## src/rtl/tri_pkg.sv

```systemverilog
// Shared types and constants for the toon ramp interpolator.
// No dependencies; every rtl module imports this package.
`default_nettype none

package tri_pkg;

  localparam int NUM_STOPS      = 4;
  localparam int Q12_BITS       = 13;
  localparam int FRAC_BITS      = 12;
  localparam int DIV_BITS       = 15;
  localparam int BITS_PER_STAGE = 3;
  localparam int DIV_STAGES     = DIV_BITS / BITS_PER_STAGE;

  localparam logic [12:0] Q12_ONE  = 13'd4096;
  localparam logic [12:0] MIN_SPAN = 13'd4;

  // Configuration register indexes
  localparam logic [2:0] REG_STOP_COUNT = 3'd0;
  localparam logic [2:0] REG_STOP_0     = 3'd1;
  localparam logic [2:0] REG_STOP_1     = 3'd2;
  localparam logic [2:0] REG_STOP_2     = 3'd3;
  localparam logic [2:0] REG_STOP_3     = 3'd4;

  typedef logic [Q12_BITS-1:0] q12_t;

  // Payload that travels through the divider stages
  typedef struct packed {
    logic               valid;
    logic               direct;     // bypass value is the result
    logic signed [15:0] direct_val;
    logic               neg;        // quotient is negative
    logic               ovf;        // quotient magnitude beyond 15 bits
    q12_t               span;       // divisor
    q12_t               rem;        // partial remainder
    logic [DIV_BITS-1:0] dvd;       // dividend bits still to shift in
    logic [DIV_BITS-1:0] quo;       // quotient bits so far
    q12_t               red_p;      // red level of the previous stop
    logic signed [13:0] red_diff;   // red of found stop minus red_p
  } tri_div_t;

endpackage

`default_nettype wire

```

## src/rtl/tri_select.sv

```systemverilog
// Front end: clamp, stop search, span and dividend setup (two stages).
// Depends on tri_pkg.
`default_nettype none

module tri_select import tri_pkg::*; (
  input  logic               clk,
  input  logic               rst,
  input  logic               in_valid,
  input  logic signed [15:0] light_term,
  input  logic [2:0]         stop_count,
  input  q12_t               thr [NUM_STOPS],
  input  q12_t               red [NUM_STOPS],
  output tri_div_t           div_out
);

  // Stage 1 registers
  logic               s1_valid;
  logic signed [15:0] s1_raw;
  q12_t               s1_x;
  logic [2:0]         s1_n;
  logic [NUM_STOPS-1:0] s1_hit;

  logic [2:0]           n_lim;
  q12_t                 x_clamp;
  logic [NUM_STOPS-1:0] hit;

  always_comb begin
    n_lim = (stop_count > 3'(NUM_STOPS)) ? 3'(NUM_STOPS) : stop_count;
    if (light_term < 16'sd0) begin
      x_clamp = '0;
    end else if (light_term > $signed({3'b000, Q12_ONE})) begin
      x_clamp = Q12_ONE;
    end else begin
      x_clamp = light_term[12:0];
    end
    hit[0] = 1'b0;
    for (int k = 1; k < NUM_STOPS; k++) begin
      hit[k] = (3'(k) < n_lim) && (x_clamp <= thr[k]);
    end
  end

  always_ff @(posedge clk) begin
    if (rst) begin
      s1_valid <= 1'b0;
    end else begin
      s1_valid <= in_valid;
    end
    s1_raw <= light_term;
    s1_x   <= x_clamp;
    s1_n   <= n_lim;
    s1_hit <= hit;
  end

  // Stage 2: pick the first qualifying stop and set up the division
  logic [1:0]         sel;
  logic [1:0]         prev;
  logic [1:0]         last;
  logic               found;
  logic signed [13:0] diff;
  logic signed [13:0] span_raw;
  q12_t               dmag;
  q12_t               span;
  tri_div_t           div_next;

  always_comb begin
    sel   = '0;
    found = 1'b0;
    for (int k = NUM_STOPS - 1; k >= 1; k--) begin
      if (s1_hit[k]) begin
        sel   = 2'(k);
        found = 1'b1;
      end
    end
    prev     = sel - 2'd1;
    last     = 2'(s1_n - 3'd1);
    diff     = $signed({1'b0, s1_x}) - $signed({1'b0, thr[prev]});
    span_raw = $signed({1'b0, thr[sel]}) - $signed({1'b0, thr[prev]});
    span     = (span_raw < $signed({1'b0, MIN_SPAN})) ? MIN_SPAN : span_raw[12:0];
    dmag     = diff[13] ? 13'(-diff) : diff[12:0];

    div_next.valid    = s1_valid;
    div_next.direct   = (s1_n == 3'd0) || !found;
    div_next.direct_val = (s1_n == 3'd0) ? s1_raw : $signed({3'b000, red[last]});
    div_next.neg      = diff[13];
    // Dividend is dmag << 12; its top ten bits decide overflow of a 15-bit quotient
    div_next.ovf      = ({3'b000, dmag[12:3]} >= span);
    div_next.span     = span;
    div_next.rem      = div_next.ovf ? '0 : {3'b000, dmag[12:3]};
    div_next.dvd      = {dmag[2:0], 12'd0};
    div_next.quo      = '0;
    div_next.red_p    = red[prev];
    div_next.red_diff = $signed({1'b0, red[sel]}) - $signed({1'b0, red[prev]});
  end

  always_ff @(posedge clk) begin
    if (rst) begin
      div_out.valid <= 1'b0;
    end else begin
      div_out.valid <= div_next.valid;
    end
    div_out.direct     <= div_next.direct;
    div_out.direct_val <= div_next.direct_val;
    div_out.neg        <= div_next.neg;
    div_out.ovf        <= div_next.ovf;
    div_out.span       <= div_next.span;
    div_out.rem        <= div_next.rem;
    div_out.dvd        <= div_next.dvd;
    div_out.quo        <= div_next.quo;
    div_out.red_p      <= div_next.red_p;
    div_out.red_diff   <= div_next.red_diff;
  end

endmodule

`default_nettype wire

```

## src/rtl/tri_div_stage.sv

```systemverilog
// One stage of the restoring divider: retires BITS_PER_STAGE quotient bits.
// Depends on tri_pkg.
`default_nettype none

module tri_div_stage import tri_pkg::*; (
  input  logic     clk,
  input  logic     rst,
  input  tri_div_t div_in,
  output tri_div_t div_out
);

  tri_div_t      div_next;
  logic [13:0]   trial;

  always_comb begin
    div_next = div_in;
    trial    = '0;
    for (int k = 0; k < BITS_PER_STAGE; k++) begin
      trial        = {div_next.rem, div_next.dvd[DIV_BITS-1]};
      div_next.dvd = {div_next.dvd[DIV_BITS-2:0], 1'b0};
      if (trial >= {1'b0, div_next.span}) begin
        div_next.rem = 13'(trial - {1'b0, div_next.span});
        div_next.quo = {div_next.quo[DIV_BITS-2:0], 1'b1};
      end else begin
        div_next.rem = trial[12:0];
        div_next.quo = {div_next.quo[DIV_BITS-2:0], 1'b0};
      end
    end
  end

  always_ff @(posedge clk) begin
    if (rst) begin
      div_out.valid <= 1'b0;
    end else begin
      div_out.valid <= div_next.valid;
    end
    div_out.direct     <= div_next.direct;
    div_out.direct_val <= div_next.direct_val;
    div_out.neg        <= div_next.neg;
    div_out.ovf        <= div_next.ovf;
    div_out.span       <= div_next.span;
    div_out.rem        <= div_next.rem;
    div_out.dvd        <= div_next.dvd;
    div_out.quo        <= div_next.quo;
    div_out.red_p      <= div_next.red_p;
    div_out.red_diff   <= div_next.red_diff;
  end

endmodule

`default_nettype wire

```

## src/rtl/tri_blend.sv

```systemverilog
// Back end: form the saturated weight, multiply, add base, floor and saturate.
// Depends on tri_pkg.
`default_nettype none

module tri_blend import tri_pkg::*; (
  input  logic               clk,
  input  logic               rst,
  input  tri_div_t           div_in,
  output logic               done,
  output logic signed [15:0] shade
);

  // Multiply stage registers
  logic               m_valid;
  logic               m_direct;
  logic signed [15:0] m_direct_val;
  logic signed [29:0] m_prod;
  q12_t               m_red_p;

  logic signed [15:0] weight;

  always_comb begin
    if (div_in.ovf) begin
      weight = div_in.neg ? 16'sh8000 : 16'sh7FFF;
    end else if (div_in.neg) begin
      weight = -$signed({1'b0, div_in.quo});
    end else begin
      weight = $signed({1'b0, div_in.quo});
    end
  end

  always_ff @(posedge clk) begin
    if (rst) begin
      m_valid <= 1'b0;
    end else begin
      m_valid <= div_in.valid;
    end
    m_direct     <= div_in.direct;
    m_direct_val <= div_in.direct_val;
    m_prod       <= 30'(div_in.red_diff * weight);
    m_red_p      <= div_in.red_p;
  end

  // Final stage: red_p * 4096 + prod, floor by 4096, saturate
  logic signed [30:0] acc;
  logic signed [18:0] scaled;
  logic signed [15:0] shade_next;

  always_comb begin
    acc    = 31'(m_prod) + $signed({6'd0, m_red_p, 12'd0});
    scaled = 19'(acc >>> FRAC_BITS);
    if (m_direct) begin
      shade_next = m_direct_val;
    end else if (scaled > 19'sd32767) begin
      shade_next = 16'sh7FFF;
    end else if (scaled < -19'sd32768) begin
      shade_next = 16'sh8000;
    end else begin
      shade_next = scaled[15:0];
    end
  end

  always_ff @(posedge clk) begin
    if (rst) begin
      done <= 1'b0;
    end else begin
      done <= m_valid;
    end
    shade <= shade_next;
  end

endmodule

`default_nettype wire

```

## src/rtl/toon_ramp_interpolator_core.sv

```systemverilog
// Top level of the toon ramp interpolator: configuration registers and pipeline.
// Depends on tri_pkg, tri_select, tri_div_stage, tri_blend.
//
//   channel   ports                          direction  notes
//   ------    -----------------------------  ---------  ------------------------------
//   command   start, busy, light_term        in / out   taken when start && !busy
//   result    done, shade                    out        one-cycle strobe, no backpressure
//   config    cfg_we, cfg_index, cfg_data    in         write only, takes effect next edge
//
// A transaction enters every cycle; busy is tied low. The pipeline has
// two front-end stages (clamp and stop search, then span setup), five divider
// stages of three quotient bits each, a multiply stage and a final add/saturate
// stage. The divider stages set the depth. Reset is synchronous and clears valid
// bits and the configuration registers to their documented defaults; payload
// registers are not reset. The receiver cannot stall, so the pipeline never holds.
`default_nettype none

module toon_ramp_interpolator_core import tri_pkg::*; (
  input  logic               clk,
  input  logic               rst,
  input  logic               start,
  output logic               busy,
  input  logic signed [15:0] light_term,
  output logic               done,
  output logic signed [15:0] shade,
  input  logic               cfg_we,
  input  logic [2:0]         cfg_index,
  input  logic [28:0]        cfg_data
);

  logic [2:0] stop_count;
  q12_t       thr [NUM_STOPS];
  q12_t       red [NUM_STOPS];

  // Pipeline never backs up
  assign busy = 1'b0;

  // Configuration writes; indexes past the last stop drop silently
  always_ff @(posedge clk) begin
    if (rst) begin
      stop_count <= 3'd4;
      red[0] <= 13'h0C00;  thr[0] <= 13'h0000;
      red[1] <= 13'h0EB8;  thr[1] <= 13'h059A;
      red[2] <= 13'h0FAE;  thr[2] <= 13'h0A66;
      red[3] <= 13'h1000;  thr[3] <= 13'h1000;
    end else if (cfg_we) begin
      case (cfg_index)
        REG_STOP_COUNT: begin
          stop_count <= cfg_data[2:0];
        end
        REG_STOP_0: begin
          thr[0] <= cfg_data[12:0];
          red[0] <= cfg_data[28:16];
        end
        REG_STOP_1: begin
          thr[1] <= cfg_data[12:0];
          red[1] <= cfg_data[28:16];
        end
        REG_STOP_2: begin
          thr[2] <= cfg_data[12:0];
          red[2] <= cfg_data[28:16];
        end
        REG_STOP_3: begin
          thr[3] <= cfg_data[12:0];
          red[3] <= cfg_data[28:16];
        end
        default: begin
        end
      endcase
    end
  end

  tri_div_t div_chain [DIV_STAGES+1];

  // Clamp, stop search and division setup
  tri_select u_select (
    .clk        (clk),
    .rst        (rst),
    .in_valid   (start && !busy),
    .light_term (light_term),
    .stop_count (stop_count),
    .thr        (thr),
    .red        (red),
    .div_out    (div_chain[0])
  );

  // Quotient bits, most significant first
  for (genvar g = 0; g < DIV_STAGES; g++) begin : g_div
    tri_div_stage u_div (
      .clk     (clk),
      .rst     (rst),
      .div_in  (div_chain[g]),
      .div_out (div_chain[g+1])
    );
  end

  // Weight, multiply, floor and saturate
  tri_blend u_blend (
    .clk    (clk),
    .rst    (rst),
    .div_in (div_chain[DIV_STAGES]),
    .done   (done),
    .shade  (shade)
  );

endmodule

`default_nettype wire
```

## config.mk

```make
export PLATFORM = sky130hd
export DESIGN_NAME = toon_ramp_interpolator_core
export DESIGN_NICKNAME = d
export VERILOG_FILES = /design/src/rtl/tri_pkg.sv /design/src/rtl/tri_select.sv /design/src/rtl/tri_div_stage.sv /design/src/rtl/tri_blend.sv /design/src/rtl/toon_ramp_interpolator_core.sv
export SDC_FILE = /design/constraint.sdc
export NUM_CORES = 2
export LEC_CHECK = 0
export BUFFER_PORTS_ARGS = -buffer_cell sky130_fd_sc_hd__buf_2
export CAP_MARGIN = 30
export CORE_ASPECT_RATIO = 1.25
export CORE_MARGIN = 2
export CORE_UTILIZATION = 40
export DETAILED_ROUTE_END_ITERATION = 6
export PLACE_DENSITY_LB_ADDON = 0.25
export SYNTH_ARGS = -nofsm -noshare
export SYNTH_HDL_FRONTEND = slang
export SYNTH_SLANG_ARGS = --single-unit
```

## constraint.sdc

```tcl
create_clock -name clk -period 9.77 [get_ports clk]
set_input_delay 0.4885 -clock clk [delete_from_list [all_inputs] [get_ports clk]]
set_output_delay 0.4885 -clock clk [all_outputs]
set_load 0.01 [all_outputs]
```

=== After elaboration in Yosys (flattened, before gate mapping) ===
Index checks and enable logic that the tools add are counted.

* Add/sub/neg operators: 22
* Multipliers: 1
* Magnitude comparators: 31
* Equality and inequality tests: 4
* Mux-type cells: 62
* Bitwise operators: 3
* Reduce and logical (&&, ||, !) cells: 12

{| class="wikitable"
|+ Operators with widths
! kind !! count
|-
| $mux 13 || 29
|-
| $ge 14x13->1 || 14
|-
| $sub 13x13->13 || 14
|-
| $bmux 13 s2 || 5
|-
| $mux 16 || 6
|-
| $sub 13x13->14 || 3
|-
| $le 13x13->1 || 3
|-
| $add 30x26->31 || 1
|-
| $mul 14x16->30 || 1
|-
| $gt 19x16->1 const B || 1
|-
| $lt 19x16->1 const B || 1
|-
| $mux 1 || 18
|-
| $gt 16x14->1 const B || 1
|-
| $lt 16x1->1 const B || 1
|-
| $neg 15->16 || 1
|-
| $lt 14x4->1 const B || 1
|-
| $ge 10x13->1 || 1
|-
| $ge 11x13->1 || 1
|-
| $neg 13->13 || 1
|-
| $reduce_and 2->1 || 5
|-
| $ge 3x3->1 const B || 3
|-
| $not 2->3 || 3
|-
| $eq 3x2->1 const B || 2
|-
| $logic_not 3->1 || 2
|-
| 11 further kinds || 17
|}

* Flip-flop bits (word level): 678
* Output and inout port bits: 18

=== Logic depth before layout (Yosys ltp) ===
* Word-level depth: 12
* Mapped depth: 37

=== By module ===
A second synthesis with hierarchy kept.

* Cell total of the unflattened synthesis: 4607
* Area, all modules: 44906.8 µm²

{| class="wikitable"
|+ Modules (own cells, without submodules)
! module !! times used !! cells each !! area an instance (µm²)
|-
| tri_div_stage || 5 || 404 || 4309.1
|-
| tri_blend || 1 || 1200 || 10998.0
|-
| tri_select || 1 || 975 || 8056.5
|-
| toon_ramp_interpolator_core || 1 || 412 || 4306.6
|}

=== Worst setup path after synthesis ===
No wires, ideal clock.

* Path kind: flip-flop to flip-flop
* Start point: register g_div[4].u_div.div_out[28] in the netlist's numbering
* End point: register u_blend.m_prod[29]
* Data arrival time: 7690 ps
* Required time: 9698 ps
* Path slack: 2008 ps
* Cell stages (with the launch flop): 33
* Buffers on the path: 1
* Period minus slack after synthesis: 7762 ps
* Path through: dfxtp_1 > inv_1 > ha_1 > nor3b_2 > nand2_1 > or3_1 > or3_1 > nor4b_1 > nor3b_1 > a21oi_1 > o22ai_1 > clkbuf_1 > and2_1 > fa_1 > inv_1 > fa_1 > inv_1 > fa_1 > fa_1 > fa_1 > inv_1 > fa_1 > inv_1 > ha_1 > a211oi_1 > nand2_1 > or3_1 > o21ai_1 > a21o_1 > a311oi_1 > a211o_1 > a21oi_1 > xnor2_1

* Word-level cells in the longest chain between the ends: 4

{| class="wikitable"
|+ Ends and longest elaborated chain
! element !! RTL line !! RTL
|-
| start, declared || tri_div_stage.sv:9 || <nowiki>output tri_div_t div_out</nowiki>
|-
| $neg 15->16 || tri_blend.sv:26 || <nowiki>weight = -$signed({1'b0, div_in.quo});</nowiki>
|-
| $mux 16 (*) || tri_blend.sv:25 || <nowiki>end else if (div_in.neg) begin</nowiki>
|-
| $mux 16 (*) || tri_blend.sv:23 || <nowiki>if (div_in.ovf) begin</nowiki>
|-
| $mul 14x16->30 (*) || tri_blend.sv:40 || <nowiki>m_prod <= 30'(div_in.red_diff * weight);</nowiki>
|-
| end signal, assigned || tri_blend.sv:40 ||
|-
| end, declared || tri_blend.sv:17 || <nowiki>logic signed [29:0] m_prod;</nowiki>
|}

Mark *: on every way between the ends. The rest lies on a longest branch, timed or not.
A chain may end at the register's enable or synchronous reset.

==> results.sh <==
export IMPL_synth_commonest_cells="666 x dfxtp_1, 495 x inv_1, 440 x nand2_1, 356 x ha_1, 330 x a21oi_1"
export IMPL_ys_types=96
export IMPL_start_kind="flop"
export IMPL_via_per_inst=5.01
export IMPL_drt_met1_wl_um=38100
export IMPL_cp_num_cells=30
export IMPL_cp_top_family="compound AO/OA/AOI/OAI gates"
export IMPL_drt_initial_drc_count=1172
export IMPL_status="completed"
export IMPL_diodes=0
export IMPL_synthFlopType="dfxtp_1"
export IMPL_maxSlewViolCount=0
export IMPL_fill_cells=9602
export IMPL_place_gp_congestion=0.868
export IMPL_detailed_place_hpwl_um=70300
export IMPL_maxCapViolCount=0
export IMPL_criticalPathCategory="flop to flop"
export IMPL_max_freq_mhz=119
export IMPL_hold_viol_final=0
export IMPL_place_area_mm2=0.0414
export IMPL_first_pass_iters=5
export IMPL_drc=0
export IMPL_ys_warn_count=0
export IMPL_synth_edf_count=0
export IMPL_tns_ns=0
export IMPL_yosysSeqAreaShare=0.335
export IMPL_cts_htree_levels=3
export IMPL_critPathCapture="g_div[2].u_div.div_out[60]"
export IMPL_synth_seq_cells=666
export IMPL_fp_dieW_um=286
export IMPL_synth_nets=4985
export IMPL_core_mm2=0.0988
export IMPL_track_usage=0.179
export IMPL_wl_met2_um=47200
export IMPL_gr_total_overflow=0
export IMPL_syn_area_per_cell_um2=9.14
export IMPL_fin_util=0.445
export IMPL_worstMarginPinSlew_ns=0.987
export IMPL_first_global_vias=28800
export IMPL_multi_input_area_mm2=0.0240
export IMPL_cts_buffers=67
export IMPL_clk_path_buf_depth=3
export IMPL_slew_headroom=0.338
export IMPL_grt_start_max_net_pins=81
export IMPL_r2r_slack_ns=1.39
export IMPL_crit_path_max_incr_delay_ns=0.50
export IMPL_root_buffer="clkbuf_16"
export IMPL_cp_buffers_inverters=2
export IMPL_ys_top_cells_by_area="dfxtp_1 34%, fa_1 12%, ha_1 11%"
export IMPL_initial_core_util=0.402
export IMPL_areaGrowthSynthToFinish_pct=10.6
export IMPL_hp_start="light_term[6]"
export IMPL_clkSinkCount=666
export IMPL_drive_above_1_share=0.0815
export IMPL_dieArea_mm2=0.102
export IMPL_die_h_um=356
export IMPL_yosysTopAreaCell="dfxtp_1"
export IMPL_fin_crit_sh=0.858
export IMPL_cp_data_arrival_time_ns=8.87
export IMPL_finClkSkew_ns=0.0309
export IMPL_io_pins=70
export IMPL_r2r_cells=30
export IMPL_async_flop_share=0
export IMPL_layout_nets=5016
export IMPL_num_vias=28800
export IMPL_routed_top_layer="met5"
export IMPL_final_antenna_net_count=0
export IMPL_worst_path_max_delay_cell="fa_1"
export IMPL_rows=129
export IMPL_critPathLaunch="g_div[1].u_div.div_out[70]"
export IMPL_clkSlewWorstSetupHoldPaths_ns=0.06
export IMPL_final_cell_area_mm2=0.0440
export IMPL_antenna_found_initial=4
export IMPL_ff_latch_area_mm2=0.0133
export IMPL_r2r_end="g_div[2].u_div.div_out[60]"
export IMPL_worstSetupEndpointType="flop"
export IMPL_syn_area_mm2=0.0398
export IMPL_min_period_ns=8.38
export IMPL_clk_latency_ns=0.63
export IMPL_hp_class="primary input to flop"
export IMPL_grt_pass1_wl_um=147000
export IMPL_routed_wl_um=91000
export IMPL_cp_required_ns=10.26
export IMPL_yosysTopAreaCellShare=0.335
export IMPL_cts_tree="built"
export IMPL_cp_max_fo=20
export IMPL_setup_viol_count_final=0
export IMPL_rsz0062_at_grt="false"
export IMPL_synthCells=4348
export IMPL_dr_wl_met3_um=2840
export IMPL_portBuffers=65
export IMPL_r2r_start="g_div[1].u_div.div_out[70]"
export IMPL_synthMostInstantiatedCell="dfxtp_1"
export IMPL_wire_per_inst_um=15.9
## how the worst min path moves through the flow
stage,end,slack (ns),cells after the start
detailed placement,g_div[0].u_div.div_out[25],0.31,0
floorplan,g_div[0].u_div.div_out[0],0.31,0
finish,u_select.s1_raw[6],0.04,1
global route,u_select.s1_raw[6],0.009,1
global placement,g_div[3].u_div.div_out[100],0.31,0
CTS,u_select.s1_raw[6],0.0003,1
## sequential cells by signal (all words and copies together), names as in the netlist, 16 cells and up
register,cells
g_div.u_div.div_out,384
red,52
thr,52
u_blend.m_direct_val,16
u_blend.m_prod,18
u_blend.shade,16
u_select.div_out,73
u_select.s1_raw,16
## cell type report
| type | instances | area share |
|---|---|---|
| Timing Repair Buffer | 100 | 0.0143 |
| Multi-Input combinational cell | 3046 | 0.546 |
| Tap cell | 1310 | 0.0373 |
| Clock inverter | 34 | 0.0133 |
| Sequential cell | 666 | 0.303 |
| Inverter | 498 | 0.0425 |
| Clock buffer | 88 | 0.0431 |
## metal layers
metal | GRT usage | up-vias
met3 | 0.0234 | 152
met4 | 0.0638 | 8
met1 | 0.207 | 13700
met2 | 0.335 | 392
li1 | - | 14600
met5 | 0 | -
## worst reg2reg max path, delay by kind of cell (launching register included)
kind                     cells  cell delay [ns]
AO/OA/AOI/OAI               14             3.35
adder cells (fa/ha/maj)      3             1.14
buffers and inverters        2             0.41
flip-flops                   1             0.42
multiplexers                 4             1.67
AND/OR/NAND/NOR              7             1.30
## cell families (layout without fill, tap and decap cells)
group	count (synthesis)	after routing	synth area share
and+or+nand+nor	1242	1242	0.148
AOI/OAI and AO/OA	854	854	0.134
DFF	666	666	0.335
buffers and inverters	636	720	0.0613
adders and majority gates	585	585	0.227
xor gates and xnor gates	200	200	0.0443
muxes	164	164	0.0491
other	1	1	0.0000943
## what timing repair did
| action | CTS | global route |
|---|---|---|
| endpoints found under the hold margin | 11 | 0 |
| hold buffers | 11 | 0 |
| buffers inserted | 0 | 0 |
| resized for setup | 0 | 0 |
## cells in the final DEF (no fill, tap or decap), types with 14 or more instances in the layout
cell type  instances
dfxtp_1          663
buf_2             64
and2_1           137
nor4_1            14
nor2_1           305
fa_1             229
mux2_2            83
o21ai_0          166
nand3b_1          28
clkbuf_16         67
clkbuf_8          14
xnor2_1          137
a21oi_1          329
or2_2             14
a21o_1            75
or3_1             23
nand2_1          440
nor3_1            59
ha_1             356
inv_1            495
a31oi_1           22
a211o_1           15
a211oi_1          23
nand3_1           34
o21a_1            56
buf_4             24
o21bai_1          21
a21boi_0          15
mux2i_1           53
nor2b_1           70
nand4_1           25
xor2_1            62
nand2b_1          44
## stage by stage
| step | setup WS, ns | instances | hold WS, ns |
|---|---|---|---|
| final | 1.39 | 5742 | 0.0383 |
| after detailed placement | 1.36 | 5609 | 0.312 |
| after global routing | 0.648 | 5742 | 0.00905 |
| after global placement | 1.39 | 5608 | 0.311 |
| after CTS | 1.33 | 5742 | 0.000323 |
| after floorplan | 2.01 | 4348 | 0.310 |
Power is not shown: default switching activity piles up to over one toggle a cycle in this logic, so the estimate is an artifact.
